`src/psc_pkg.sv`:
```
// ----------------------------------------------------------------------------
// psc_pkg: shared types and constants of the payload signature classifier
// Holds the analyser codes, category codes, and the per-signature table.
// It also holds the packet context type that travels between the modules.
// ----------------------------------------------------------------------------
package psc_pkg;

  localparam int unsigned NUM_SIGS   = 14;
  localparam int unsigned OFF_W      = 5;
  localparam int unsigned OP_W       = 4;
  localparam int unsigned CAT_W      = 4;
  localparam logic [OFF_W-1:0] OFF_MAX = 5'd31;

  // Analyser codes, selected by the packet's port.
  localparam logic [OP_W-1:0] OP_FTP21     = 4'd0;
  localparam logic [OP_W-1:0] OP_SMTP25    = 4'd1;
  localparam logic [OP_W-1:0] OP_POP110    = 4'd2;
  localparam logic [OP_W-1:0] OP_SOCKS1080 = 4'd3;
  localparam logic [OP_W-1:0] OP_SQL1433   = 4'd4;
  localparam logic [OP_W-1:0] OP_SSH22     = 4'd5;
  localparam logic [OP_W-1:0] OP_IMAP143   = 4'd6;
  localparam logic [OP_W-1:0] OP_NB137     = 4'd7;
  localparam logic [OP_W-1:0] OP_SMB445    = 4'd8;
  localparam logic [OP_W-1:0] OP_P5354     = 4'd9;
  localparam logic [OP_W-1:0] OP_TCP_ANY   = 4'd10;
  localparam logic [OP_W-1:0] OP_UDP_ANY   = 4'd11;

  // Result categories.
  localparam logic [CAT_W-1:0] CAT_NONE       = 4'd0;
  localparam logic [CAT_W-1:0] CAT_FTP        = 4'd1;
  localparam logic [CAT_W-1:0] CAT_SMTP       = 4'd2;
  localparam logic [CAT_W-1:0] CAT_POP3       = 4'd3;
  localparam logic [CAT_W-1:0] CAT_SOCKS5     = 4'd4;
  localparam logic [CAT_W-1:0] CAT_SQL_INSERT = 4'd5;
  localparam logic [CAT_W-1:0] CAT_SQL_DELETE = 4'd6;
  localparam logic [CAT_W-1:0] CAT_SSH        = 4'd7;
  localparam logic [CAT_W-1:0] CAT_IMAP4      = 4'd8;
  localparam logic [CAT_W-1:0] CAT_SHARE      = 4'd9;
  localparam logic [CAT_W-1:0] CAT_P2P        = 4'd10;
  localparam logic [CAT_W-1:0] CAT_HTTP_PROXY = 4'd11;
  localparam logic [CAT_W-1:0] CAT_UPDATER    = 4'd12;

  // Direction condition of a signature.
  localparam logic [1:0] DIR_DN   = 2'd0;
  localparam logic [1:0] DIR_UP   = 2'd1;
  localparam logic [1:0] DIR_ANY  = 2'd2;

  // Signature indexes, one alive bit each.
  localparam int unsigned SIG_SMTP       = 0;
  localparam int unsigned SIG_POP3       = 1;
  localparam int unsigned SIG_SOCKS5     = 2;
  localparam int unsigned SIG_SQL_INSERT = 3;
  localparam int unsigned SIG_SQL_DELETE = 4;
  localparam int unsigned SIG_SSH        = 5;
  localparam int unsigned SIG_IMAP4      = 6;
  localparam int unsigned SIG_NB_SHARE   = 7;
  localparam int unsigned SIG_SMB_SHARE  = 8;
  localparam int unsigned SIG_P5354      = 9;
  localparam int unsigned SIG_TCP_PROXY  = 10;
  localparam int unsigned SIG_TCP_P2P    = 11;
  localparam int unsigned SIG_UDP_P2P    = 12;
  localparam int unsigned SIG_UPDATER    = 13;

  localparam logic [NUM_SIGS-1:0] ALIVE_ALL = '1;

  // Per-signature table, lowest index has priority.
  localparam logic [OP_W-1:0] SIG_OP [NUM_SIGS] = '{
    OP_SMTP25, OP_POP110, OP_SOCKS1080, OP_SQL1433, OP_SQL1433, OP_SSH22,
    OP_IMAP143, OP_NB137, OP_SMB445, OP_P5354, OP_TCP_ANY, OP_TCP_ANY,
    OP_UDP_ANY, OP_UDP_ANY
  };
  localparam logic [1:0] SIG_DIR [NUM_SIGS] = '{
    DIR_UP, DIR_UP, DIR_UP, DIR_UP, DIR_UP, DIR_UP, DIR_UP, DIR_UP,
    DIR_UP, DIR_UP, DIR_UP, DIR_DN, DIR_UP, DIR_ANY
  };
  // Smallest offset of the payload's last byte for the signature to count.
  localparam logic [OFF_W-1:0] SIG_MIN [NUM_SIGS] = '{
    5'd3, 5'd3, 5'd0, 5'd18, 5'd18, 5'd2, 5'd6, 5'd7, 5'd7, 5'd29,
    5'd6, 5'd11, 5'd7, 5'd3
  };
  localparam logic [CAT_W-1:0] SIG_CAT [NUM_SIGS] = '{
    CAT_SMTP, CAT_POP3, CAT_SOCKS5, CAT_SQL_INSERT, CAT_SQL_DELETE, CAT_SSH,
    CAT_IMAP4, CAT_SHARE, CAT_SHARE, CAT_P2P, CAT_HTTP_PROXY, CAT_P2P,
    CAT_P2P, CAT_UPDATER
  };

  // Context of the payload in flight, as seen by the current byte.
  typedef struct packed {
    logic [OP_W-1:0]  op;
    logic             dir;
    logic [OFF_W-1:0] offset;
  } pkt_ctx_t;

endpackage

```
`src/psc_sig_match.sv`:
```
// ----------------------------------------------------------------------------
// psc_sig_match: per-byte signature compare
// Compares one payload byte at its offset with every signature byte that
// sits at that offset and returns a mask of the signatures that survive.
// ----------------------------------------------------------------------------
module psc_sig_match
  import psc_pkg::*;
(
  input  logic [OFF_W-1:0]    offset,
  input  logic [7:0]          data_byte,
  output logic [NUM_SIGS-1:0] keep
);

  always_comb begin
    keep = ALIVE_ALL;
    case (offset)
      5'd0: begin
        keep[SIG_SMTP]       = (data_byte == 8'h45);
        keep[SIG_POP3]       = (data_byte == 8'h55);
        keep[SIG_SOCKS5]     = (data_byte == 8'h05);
        keep[SIG_SQL_INSERT] = (data_byte == 8'h01);
        keep[SIG_SQL_DELETE] = (data_byte == 8'h01);
        keep[SIG_SSH]        = (data_byte == 8'h53);
        keep[SIG_TCP_PROXY]  = (data_byte == 8'h43);
        keep[SIG_TCP_P2P]    = (data_byte == 8'h00);
        keep[SIG_UDP_P2P]    = (data_byte == 8'h80);
        keep[SIG_UPDATER]    = (data_byte == 8'h00);
      end
      5'd1: begin
        keep[SIG_SMTP]      = (data_byte == 8'h48);
        keep[SIG_POP3]      = (data_byte == 8'h53);
        keep[SIG_SSH]       = (data_byte == 8'h53);
        keep[SIG_TCP_PROXY] = (data_byte == 8'h4F);
        keep[SIG_TCP_P2P]   = (data_byte == 8'h00);
        keep[SIG_UDP_P2P]   = (data_byte == 8'h94);
        keep[SIG_UPDATER]   = (data_byte == 8'h00);
      end
      5'd2: begin
        keep[SIG_SMTP]      = (data_byte == 8'h4C);
        keep[SIG_POP3]      = (data_byte == 8'h45);
        keep[SIG_SSH]       = (data_byte == 8'h48);
        keep[SIG_IMAP4]     = (data_byte == 8'h4C);
        keep[SIG_TCP_PROXY] = (data_byte == 8'h4E);
        keep[SIG_TCP_P2P]   = (data_byte == 8'h00);
        keep[SIG_UPDATER]   = (data_byte == 8'h03);
      end
      5'd3: begin
        keep[SIG_SMTP]      = (data_byte == 8'h4F);
        keep[SIG_POP3]      = (data_byte == 8'h52);
        keep[SIG_IMAP4]     = (data_byte == 8'h4F);
        keep[SIG_TCP_PROXY] = (data_byte == 8'h4E);
        keep[SIG_UPDATER]   = (data_byte == 8'hF5);
      end
      5'd4: begin
        keep[SIG_IMAP4]     = (data_byte == 8'h47);
        keep[SIG_TCP_PROXY] = (data_byte == 8'h45);
        keep[SIG_UDP_P2P]   = (data_byte == 8'h04);
      end
      5'd5: begin
        keep[SIG_IMAP4]     = (data_byte == 8'h49);
        keep[SIG_NB_SHARE]  = (data_byte == 8'h53);
        keep[SIG_SMB_SHARE] = (data_byte == 8'h53);
        keep[SIG_TCP_PROXY] = (data_byte == 8'h43);
        keep[SIG_TCP_P2P]   = (data_byte == 8'h00);
        keep[SIG_UDP_P2P]   = (data_byte == 8'h29);
      end
      5'd6: begin
        keep[SIG_IMAP4]     = (data_byte == 8'h4E);
        keep[SIG_NB_SHARE]  = (data_byte == 8'h4D);
        keep[SIG_SMB_SHARE] = (data_byte == 8'h4D);
        keep[SIG_TCP_PROXY] = (data_byte == 8'h54);
        keep[SIG_TCP_P2P]   = (data_byte == 8'h00);
        keep[SIG_UDP_P2P]   = (data_byte == 8'h00);
      end
      5'd7: begin
        keep[SIG_NB_SHARE]  = (data_byte == 8'h42);
        keep[SIG_SMB_SHARE] = (data_byte == 8'h42);
        keep[SIG_TCP_P2P]   = (data_byte == 8'h00);
        keep[SIG_UDP_P2P]   = (data_byte == 8'h00);
      end
      5'd8: begin
        keep[SIG_SQL_INSERT] = (data_byte == 8'h49);
        keep[SIG_SQL_DELETE] = (data_byte == 8'h44);
        keep[SIG_TCP_P2P]    = (data_byte == 8'h03);
      end
      5'd9: begin
        keep[SIG_TCP_P2P] = (data_byte == 8'h30);
      end
      5'd10: begin
        keep[SIG_SQL_INSERT] = (data_byte == 8'h4E);
        keep[SIG_SQL_DELETE] = (data_byte == 8'h45);
        keep[SIG_TCP_P2P]    = (data_byte == 8'h68);
      end
      5'd11: begin
        keep[SIG_TCP_P2P] = (data_byte == 8'h73);
      end
      5'd12: begin
        keep[SIG_SQL_INSERT] = (data_byte == 8'h53);
        keep[SIG_SQL_DELETE] = (data_byte == 8'h4C);
      end
      5'd14: begin
        keep[SIG_SQL_INSERT] = (data_byte == 8'h45);
        keep[SIG_SQL_DELETE] = (data_byte == 8'h45);
      end
      5'd16: begin
        keep[SIG_SQL_INSERT] = (data_byte == 8'h52);
        keep[SIG_SQL_DELETE] = (data_byte == 8'h54);
      end
      5'd18: begin
        keep[SIG_SQL_INSERT] = (data_byte == 8'h54);
        keep[SIG_SQL_DELETE] = (data_byte == 8'h45);
      end
      5'd26: keep[SIG_P5354] = (data_byte == 8'h50);
      5'd27: keep[SIG_P5354] = (data_byte == 8'h4F);
      5'd28: keep[SIG_P5354] = (data_byte == 8'h43);
      5'd29: keep[SIG_P5354] = (data_byte == 8'h4F);
      default: keep = ALIVE_ALL;
    endcase
  end

endmodule

```
`src/psc_category.sv`:
```
// ----------------------------------------------------------------------------
// psc_category: final category selection
// Picks the first surviving signature of the packet's analyser that meets
// its direction condition and minimum length. The FTP analyser always hits.
// ----------------------------------------------------------------------------
module psc_category
  import psc_pkg::*;
(
  input  pkt_ctx_t            ctx,
  input  logic [NUM_SIGS-1:0] alive,
  output logic [CAT_W-1:0]    category
);

  logic [NUM_SIGS-1:0] hit;

  always_comb begin
    for (int s = 0; s < NUM_SIGS; s++) begin
      hit[s] = alive[s]
             && (SIG_OP[s] == ctx.op)
             && ((SIG_DIR[s] == DIR_ANY) || (SIG_DIR[s] == {1'b0, ctx.dir}))
             && (ctx.offset >= SIG_MIN[s]);
    end
  end

  // Scan from the highest index down so the lowest hit wins.
  always_comb begin
    category = CAT_NONE;
    for (int s = NUM_SIGS - 1; s >= 0; s--) begin
      if (hit[s]) begin
        category = SIG_CAT[s];
      end
    end
    if (ctx.op == OP_FTP21) begin
      category = CAT_FTP;
    end
  end

endmodule

```
`src/payload_signature_classifier_top.sv`:
```
// ----------------------------------------------------------------------------
// payload_signature_classifier_top: byte-stream protocol classifier
// Classifies one packet payload per run of bytes and reports one category.
// ----------------------------------------------------------------------------
// Usage:
// The in_ channel carries one payload byte per request in in_tdata. in_tuser
// carries the analyser code and the packet direction; only the values that
// come with the first byte of a payload count. in_tlast marks the payload's
// final byte. Every byte is compared against the fixed-offset signatures of
// all analysers at once, and a running alive mask remembers which still hold.
// On the final byte one request leaves on the out_ channel with the category
// (zero when nothing matched); no other byte produces an output request.
// A byte accepted is held in the input register and classified there; on a
// final byte the category is captured in the output register and leaves
// from there on the out_ channel. There is a single input register and a
// single output register in the path; one byte per cycle flows through them
// unless a final byte waits for the output register, as described below.
// Reset clears the offset counter and both valid flags; alive is all ones.
// When the receiver stalls, the result holds in the output register; bytes
// that produce no result keep flowing, and a final byte waits in the input
// register until the output register frees up.
// ----------------------------------------------------------------------------
module payload_signature_classifier_top
  import psc_pkg::*;
(
  input  logic       clk,
  input  logic       rst_n,
  // Input byte stream.
  input  logic       in_tvalid,
  output logic       in_tready,
  input  logic [7:0] in_tdata,   // [7:0] data_byte
  input  logic [4:0] in_tuser,   // [3:0] operation, [4] direction
  input  logic       in_tlast,   // last_byte
  // Result stream.
  output logic       out_tvalid,
  input  logic       out_tready,
  output logic [7:0] out_tdata   // [3:0] category, [7:4] zero
);

  // Input register stage.
  logic             s1_valid_r, s1_valid_nxt;
  logic [7:0]       s1_byte_r;
  logic [OP_W-1:0]  s1_op_r;
  logic             s1_dir_r;
  logic             s1_last_r;

  // Payload state.
  logic [OFF_W-1:0]    offset_r, offset_nxt;
  logic [NUM_SIGS-1:0] alive_r, alive_nxt;
  logic [OP_W-1:0]     op_r, op_nxt;
  logic                dir_r, dir_nxt;

  // Output register.
  logic             out_valid_r, out_valid_nxt;
  logic [CAT_W-1:0] out_cat_r;

  logic                out_free;
  logic                s1_fire;
  logic                in_fire;
  logic [NUM_SIGS-1:0] keep;
  logic [NUM_SIGS-1:0] alive_upd;
  logic [CAT_W-1:0]    category;
  pkt_ctx_t            ctx;

  // A byte in the input register advances unless it is a final byte and the
  // output register still holds an untaken result.
  assign out_free  = !out_valid_r || out_tready;
  assign s1_fire   = s1_valid_r && (!s1_last_r || out_free);
  assign in_tready = !s1_valid_r || s1_fire;
  assign in_fire   = in_tvalid && in_tready;

  // The first byte of a payload supplies the analyser and direction.
  always_comb begin
    ctx.offset = offset_r;
    if (offset_r == '0) begin
      ctx.op  = s1_op_r;
      ctx.dir = s1_dir_r;
    end else begin
      ctx.op  = op_r;
      ctx.dir = dir_r;
    end
  end

  psc_sig_match u_match (
    .offset    (offset_r),
    .data_byte (s1_byte_r),
    .keep      (keep)
  );

  assign alive_upd = alive_r & keep;

  psc_category u_category (
    .ctx      (ctx),
    .alive    (alive_upd),
    .category (category)
  );

  always_comb begin
    s1_valid_nxt = s1_valid_r;
    if (in_fire) begin
      s1_valid_nxt = 1'b1;
    end else if (s1_fire) begin
      s1_valid_nxt = 1'b0;
    end
  end

  always_comb begin
    offset_nxt = offset_r;
    alive_nxt  = alive_r;
    op_nxt     = op_r;
    dir_nxt    = dir_r;
    if (s1_fire) begin
      op_nxt  = ctx.op;
      dir_nxt = ctx.dir;
      if (s1_last_r) begin
        offset_nxt = '0;
        alive_nxt  = ALIVE_ALL;
      end else begin
        alive_nxt = alive_upd;
        if (offset_r != OFF_MAX) begin
          offset_nxt = offset_r + 1'b1;
        end
      end
    end
  end

  always_comb begin
    out_valid_nxt = out_valid_r;
    if (s1_fire && s1_last_r) begin
      out_valid_nxt = 1'b1;
    end else if (out_tready) begin
      out_valid_nxt = 1'b0;
    end
  end

  always_ff @(posedge clk) begin
    if (!rst_n) begin
      s1_valid_r  <= 1'b0;
      offset_r    <= '0;
      alive_r     <= ALIVE_ALL;
      op_r        <= '0;
      dir_r       <= 1'b0;
      out_valid_r <= 1'b0;
    end else begin
      s1_valid_r  <= s1_valid_nxt;
      offset_r    <= offset_nxt;
      alive_r     <= alive_nxt;
      op_r        <= op_nxt;
      dir_r       <= dir_nxt;
      out_valid_r <= out_valid_nxt;
    end
  end

  // Payload registers carry no reset.
  always_ff @(posedge clk) begin
    if (in_fire) begin
      s1_byte_r <= in_tdata;
      s1_op_r   <= in_tuser[OP_W-1:0];
      s1_dir_r  <= in_tuser[OP_W];
      s1_last_r <= in_tlast;
    end
    if (s1_fire && s1_last_r) begin
      out_cat_r <= category;
    end
  end

  assign out_tvalid = out_valid_r;
  assign out_tdata  = {4'b0000, out_cat_r};

`ifndef ASSERT_OFF
  a_restart_after_last: assert property (@(posedge clk) disable iff (!rst_n)
    s1_fire && s1_last_r |=> (offset_r == '0) && (alive_r == ALIVE_ALL))
    else $error("offset or alive mask not restored after final byte");

  a_offset_step: assert property (@(posedge clk) disable iff (!rst_n)
    s1_fire && !s1_last_r && (offset_r != OFF_MAX) |=>
      offset_r == $past(offset_r) + 1'b1)
    else $error("byte offset did not advance by one");

  a_result_only_on_last: assert property (@(posedge clk) disable iff (!rst_n)
    $rose(out_tvalid) |-> $past(s1_fire && s1_last_r))
    else $error("result produced without a final byte");

  a_category_range: assert property (@(posedge clk) disable iff (!rst_n)
    out_tvalid |-> out_tdata[3:0] <= CAT_UPDATER)
    else $error("category code out of range");
`endif

endmodule
```
`config.mk`:
```
export PLATFORM = sky130hd
export DESIGN_NAME = payload_signature_classifier_top
export DESIGN_NICKNAME = d
export VERILOG_FILES = /design/src/psc_pkg.sv /design/src/psc_sig_match.sv /design/src/psc_category.sv /design/src/payload_signature_classifier_top.sv
export SDC_FILE = /design/constraint.sdc
export NUM_CORES = 1
export LEC_CHECK = 0
export BUFFER_PORTS_ARGS = -buffer_cell sky130_fd_sc_hd__buf_2
export CAP_MARGIN = 5
export CELL_PAD_IN_SITES_DETAIL_PLACEMENT = 1
export CELL_PAD_IN_SITES_GLOBAL_PLACEMENT = 1
export CORE_MARGIN = 2
export CORE_UTILIZATION = 41
export DETAILED_ROUTE_END_ITERATION = 10
export GPL_ROUTABILITY_DRIVEN = 0
export PLACE_DENSITY_LB_ADDON = 0.1
export SETUP_SLACK_MARGIN = 0.5
export SYNTH_ARGS = -nofsm -noshare
export SYNTH_HDL_FRONTEND = slang
export SYNTH_HIERARCHICAL = 1
export SYNTH_SLANG_ARGS = --single-unit
```
`constraint.sdc`:
```
create_clock -name clk -period 3 [get_ports clk]
set_input_delay 0.3 -clock clk [delete_from_list [all_inputs] [get_ports clk]]
set_output_delay 0.3 -clock clk [all_outputs]
set_load 0.1 [all_outputs]
```
==> results.yml <==
yosys:
  yosysTopAreaCell: "edfxtp_1"
  synth_area_per_cell_sq_um: 8.47
  synthesis.area_sq_mm: 0.00317
  synth_async_sr_flop_share: 0
  yosys.area_share.xor_xnor: 0.00553
  synth-edff-count: 18
  ys_types: 71
  synth_ff_type: "dfxtp_1"
  synth_top_family_by_area: "simple AND/OR/NAND/NOR gates"
  ys_seq_elements: 44
  synthMuxAreaShare: 0.0367
  synthAdderAreaFrac: 0.0118
  syn_inst: 374
  ys_warn_count: 6
  yosys.area.top_type_share: 0.171
  synth_simple_gate_area_frac: 0.334
  synth_area_leaders: "edfxtp_1, dfxtp_1, nand2b_1"
  yosysSeqAreaShare: 0.335
  synth_compound_area_frac: 0.212
timing:
  rsz0062_at_grt: "true"
  fin_skew_ns: 0.0134
  holdWs_ns: 0.171
  drv_slew: 0
  relSlewSlack: 0.485
  timing_hold_violations_final: 0
  period_share: 0.886
  worstMarginPinSlew_ns: 0.753
  max_freq_ghz: 0.376
  setup_viol: 0
  min_period_ns: 2.66
  fin_tns_setup_ns: 0
setup_path:
  setup.worst_path.class: "register to register"
  cp_data_arrival_time_ns: 2.72
  path_cells: "nand4bb_1 > o32a_1 > o31a_1 > o21ai_2 > and2_1 > nand2_1 > o32a_1 > a2bb2oi_2 > a211o_1"
  reg2reg_from: "s1_byte_r[3]$_DFFE_PP_"
  rr_worst_depth: 9
  r2r_setup_slack_ns: 0.34
  cp_slowest_cell: "edfxtp_1"
  cpMostUsedCell: "o32a_1"
  crit_required_ns: 3.06
  crit_path_end_kind: "register"
  critPathMaxStageDelay_ns: 0.56
  r2r-end: "out_cat_r[2]$_DFFE_PP_"
  startpoint: "s1_byte_r[3]$_DFFE_PP_"
  critical_path.endpoint: "out_cat_r[2]$_DFFE_PP_"
  path_max_fanout: 8
  start_kind: "register"
detailed_routing:
  drt_wl_total_um: 10000
  routedWlPerCell_um: 19.1
  post_drt_via_cell_ratio: 5.90
  drt_iter0_drc: 204
  antenna_left: 0
  vias: 3102
  drtPass1Iterations: 4
  drc: 0
floorplanning:
  dieHeight_um: 91.9
  coreArea_sq_mm: 0.00761
  fp.dieW_um: 91.9
  fp.dieArea_sq_mm: 0.00845
  io_pins: 28
  row_count: 32
  start_util: 0.416
hold_path:
  hold_class: "primary input to register"
cells_and_area:
  drive_gt1_frac: 0.292
  fill_cells: 932
  layout.nets: 444
  diodes: 0
  syn2layout_area_growth_pct: 22.8
power_and_ir_drop:
  combPwrFrac: 0.207
  p_leak_nw: 1.51
  power.share.clock: 0.283
  sw_frac_of_total: 0.304
  switching_power_w: 0.000403
  vdd.ir_drop.worst_uv: 184
  p_int_w: 0.000921
  seq_power_share: 0.510
  powerDensity_mw_per_mm2: 340
global_routing:
  grt_pass1_wl_um: 16600
  antenna_found_initial: 0
  grt_start_max_net_pins: 20
  overflow: 0
  grt_pass1_vias: 3215
  grt_use_total: 0.246
place:
  portBuffers: 23
  detailed_place_hpwl_um: 7150
clock_tree:
  clockRootBuffer: "clkbuf_8"
  clk_path_buf_depth: 2
  clk_pin_slew_ns: 0.09
  htree_levels: 2
  cts.sinks: 44
  clk_latency_ns: 0.30
  numCtsBuffers: 5
  cts_tree: "built"
flow_run:
  maxCapViolations: 0
status:
  status: "finished clean"
-- cell usage in the layout (no fill, tap or decap), types with 7 or more instances in the layout --
cell type,Yosys,routed
nand4_1,10,10
and2_1,19,18
a31oi_1,8,7
nand3_1,15,14
a21oi_1,14,14
dfxtp_1,26,21
inv_1,8,8
nor2_1,21,17
nand2_1,31,30
buf_4,6,46
buf_2,9,23
nand2b_1,21,20
o31ai_1,16,16
edfxtp_1,18,18
nor3_1,9,7
nor2b_1,11,10
-- layer usage --
layer / share of wire / GRT usage
met5: 0 / 0
met1: 0.46 / 0.332
met3: 0.048 / 0.0337
met2: 0.47 / 0.420
met4: 0.021 / 0.0522
-- final cells by class --
class / count / area (sq um) / area share
inverters: 9 / 33.8 / 0.00868
flip-flops and latches: 44 / 1070 / 0.276
multi-input cells: 292 / 2090 / 0.536
clock inverters: 2 / 12.5 / 0.00322
well taps: 102 / 128 / 0.0328
repair buffers: 71 / 483 / 0.124
clock buffers: 6 / 72.6 / 0.0186
-- worst max-delay path, delay by kind of cell, from the launching register on --
family	cells	cell delay, ns
compound gates	6	1.30
simple gates	3	0.56
flops	1	0.56
-- worst min-delay path by stage --
stage                                  startpoint                      end  depth (start not counted)
after CTS                             in_tuser[1]     s1_op_r[1]$_DFFE_PP_                          1
after global placement         dir_r$_SDFFE_PN0P_       dir_r$_SDFFE_PN0P_                          2
after floorplan                       in_tdata[0]   s1_byte_r[0]$_DFFE_PP_                          0
final                                 in_tuser[1]     s1_op_r[1]$_DFFE_PP_                          1
after global routing                  in_tuser[3]     s1_op_r[3]$_DFFE_PP_                          1
after detailed placement  alive_r[2]$_SDFFE_PN1P_  alive_r[2]$_SDFFE_PN1P_                          2
-- cells by family after synthesis --
family | after synthesis
AND/OR/NAND/NOR | 179
AO/OA/AOI/OAI | 93
flip-flops | 44
buffers and inverters | 41
multiplexers | 11
adder cells (fa/ha/maj) | 3
XOR/XNOR | 2
other | 1
-- sequential cells by signal (all words and copies together), names as in the netlist --
register / flops
out_tvalid: 1
dir_r: 1
op_r: 4
s1_valid_r: 1
s1_last_r: 1
out_cat_r: 4
alive_r: 14
offset_r: 5
s1_dir_r: 1
s1_byte_r: 8
s1_op_r: 4
-- cells in the mapped netlist, types with 3 or more instances --
cell / instances
buf_2: 9
mux2_2: 5
a31oi_1: 8
nand3_1: 15
and3_1: 4
a32o_1: 4
nor4b_1: 5
nand3b_1: 4
and2_1: 19
nor2b_1: 11
o21ai_0: 11
mux2i_1: 6
nor3_1: 9
dfxtp_1: 26
clkbuf_1: 15
o32a_1: 3
nand4_1: 10
nor2_1: 21
nand4b_1: 5
o31ai_1: 16
o211ai_1: 4
edfxtp_1: 18
buf_4: 6
nand2b_1: 21
nor4_1: 5
nand2_1: 31
a21oi_1: 14
inv_1: 8
ha_1: 3
a21o_1: 5
nor3b_1: 3
-- power groups by stage --
stage | combinational [W] | sequential, W | clock [W]
6_report | 0.000273 | 0.000676 | 0.000375
5_1_grt | 0.000295 | 0.000680 | 0.000411
4_1_cts | 0.000257 | 0.000674 | 0.000386
3_5_place_dp | 0.000240 | 0.000687 | 0
3_3_place_gp | 0.000236 | 0.000685 | 0
2_1_floorplan | 0.000168 | 0.000691 | 0
-- repair_timing --
| action | 4_1_cts | 5_1_grt |
|---|---|---|
| gates resized for setup | 17 | 23 |
| setup endpoints to repair | 4 | 4 |
| setup buffers | 14 | 3 |
| pin swaps | 10 | 3 |
| hold buffers | 0 | 0 |
-- metrics by stage --
stage                     cell area, sq um  total power, W   util  setup WS (ns)  std cells
after floorplan                       3240        0.000858      -          0.348        377
after global placement                3520        0.000922  0.462          0.208        501
after detailed placement              3520        0.000928  0.462          0.176        501
after CTS                             3760         0.00132  0.495          0.356        523
after global routing                  3890         0.00139  0.512          0.248        526
final                                 3890         0.00132  0.512          0.341        526
(Power assumes the default switching activity.)
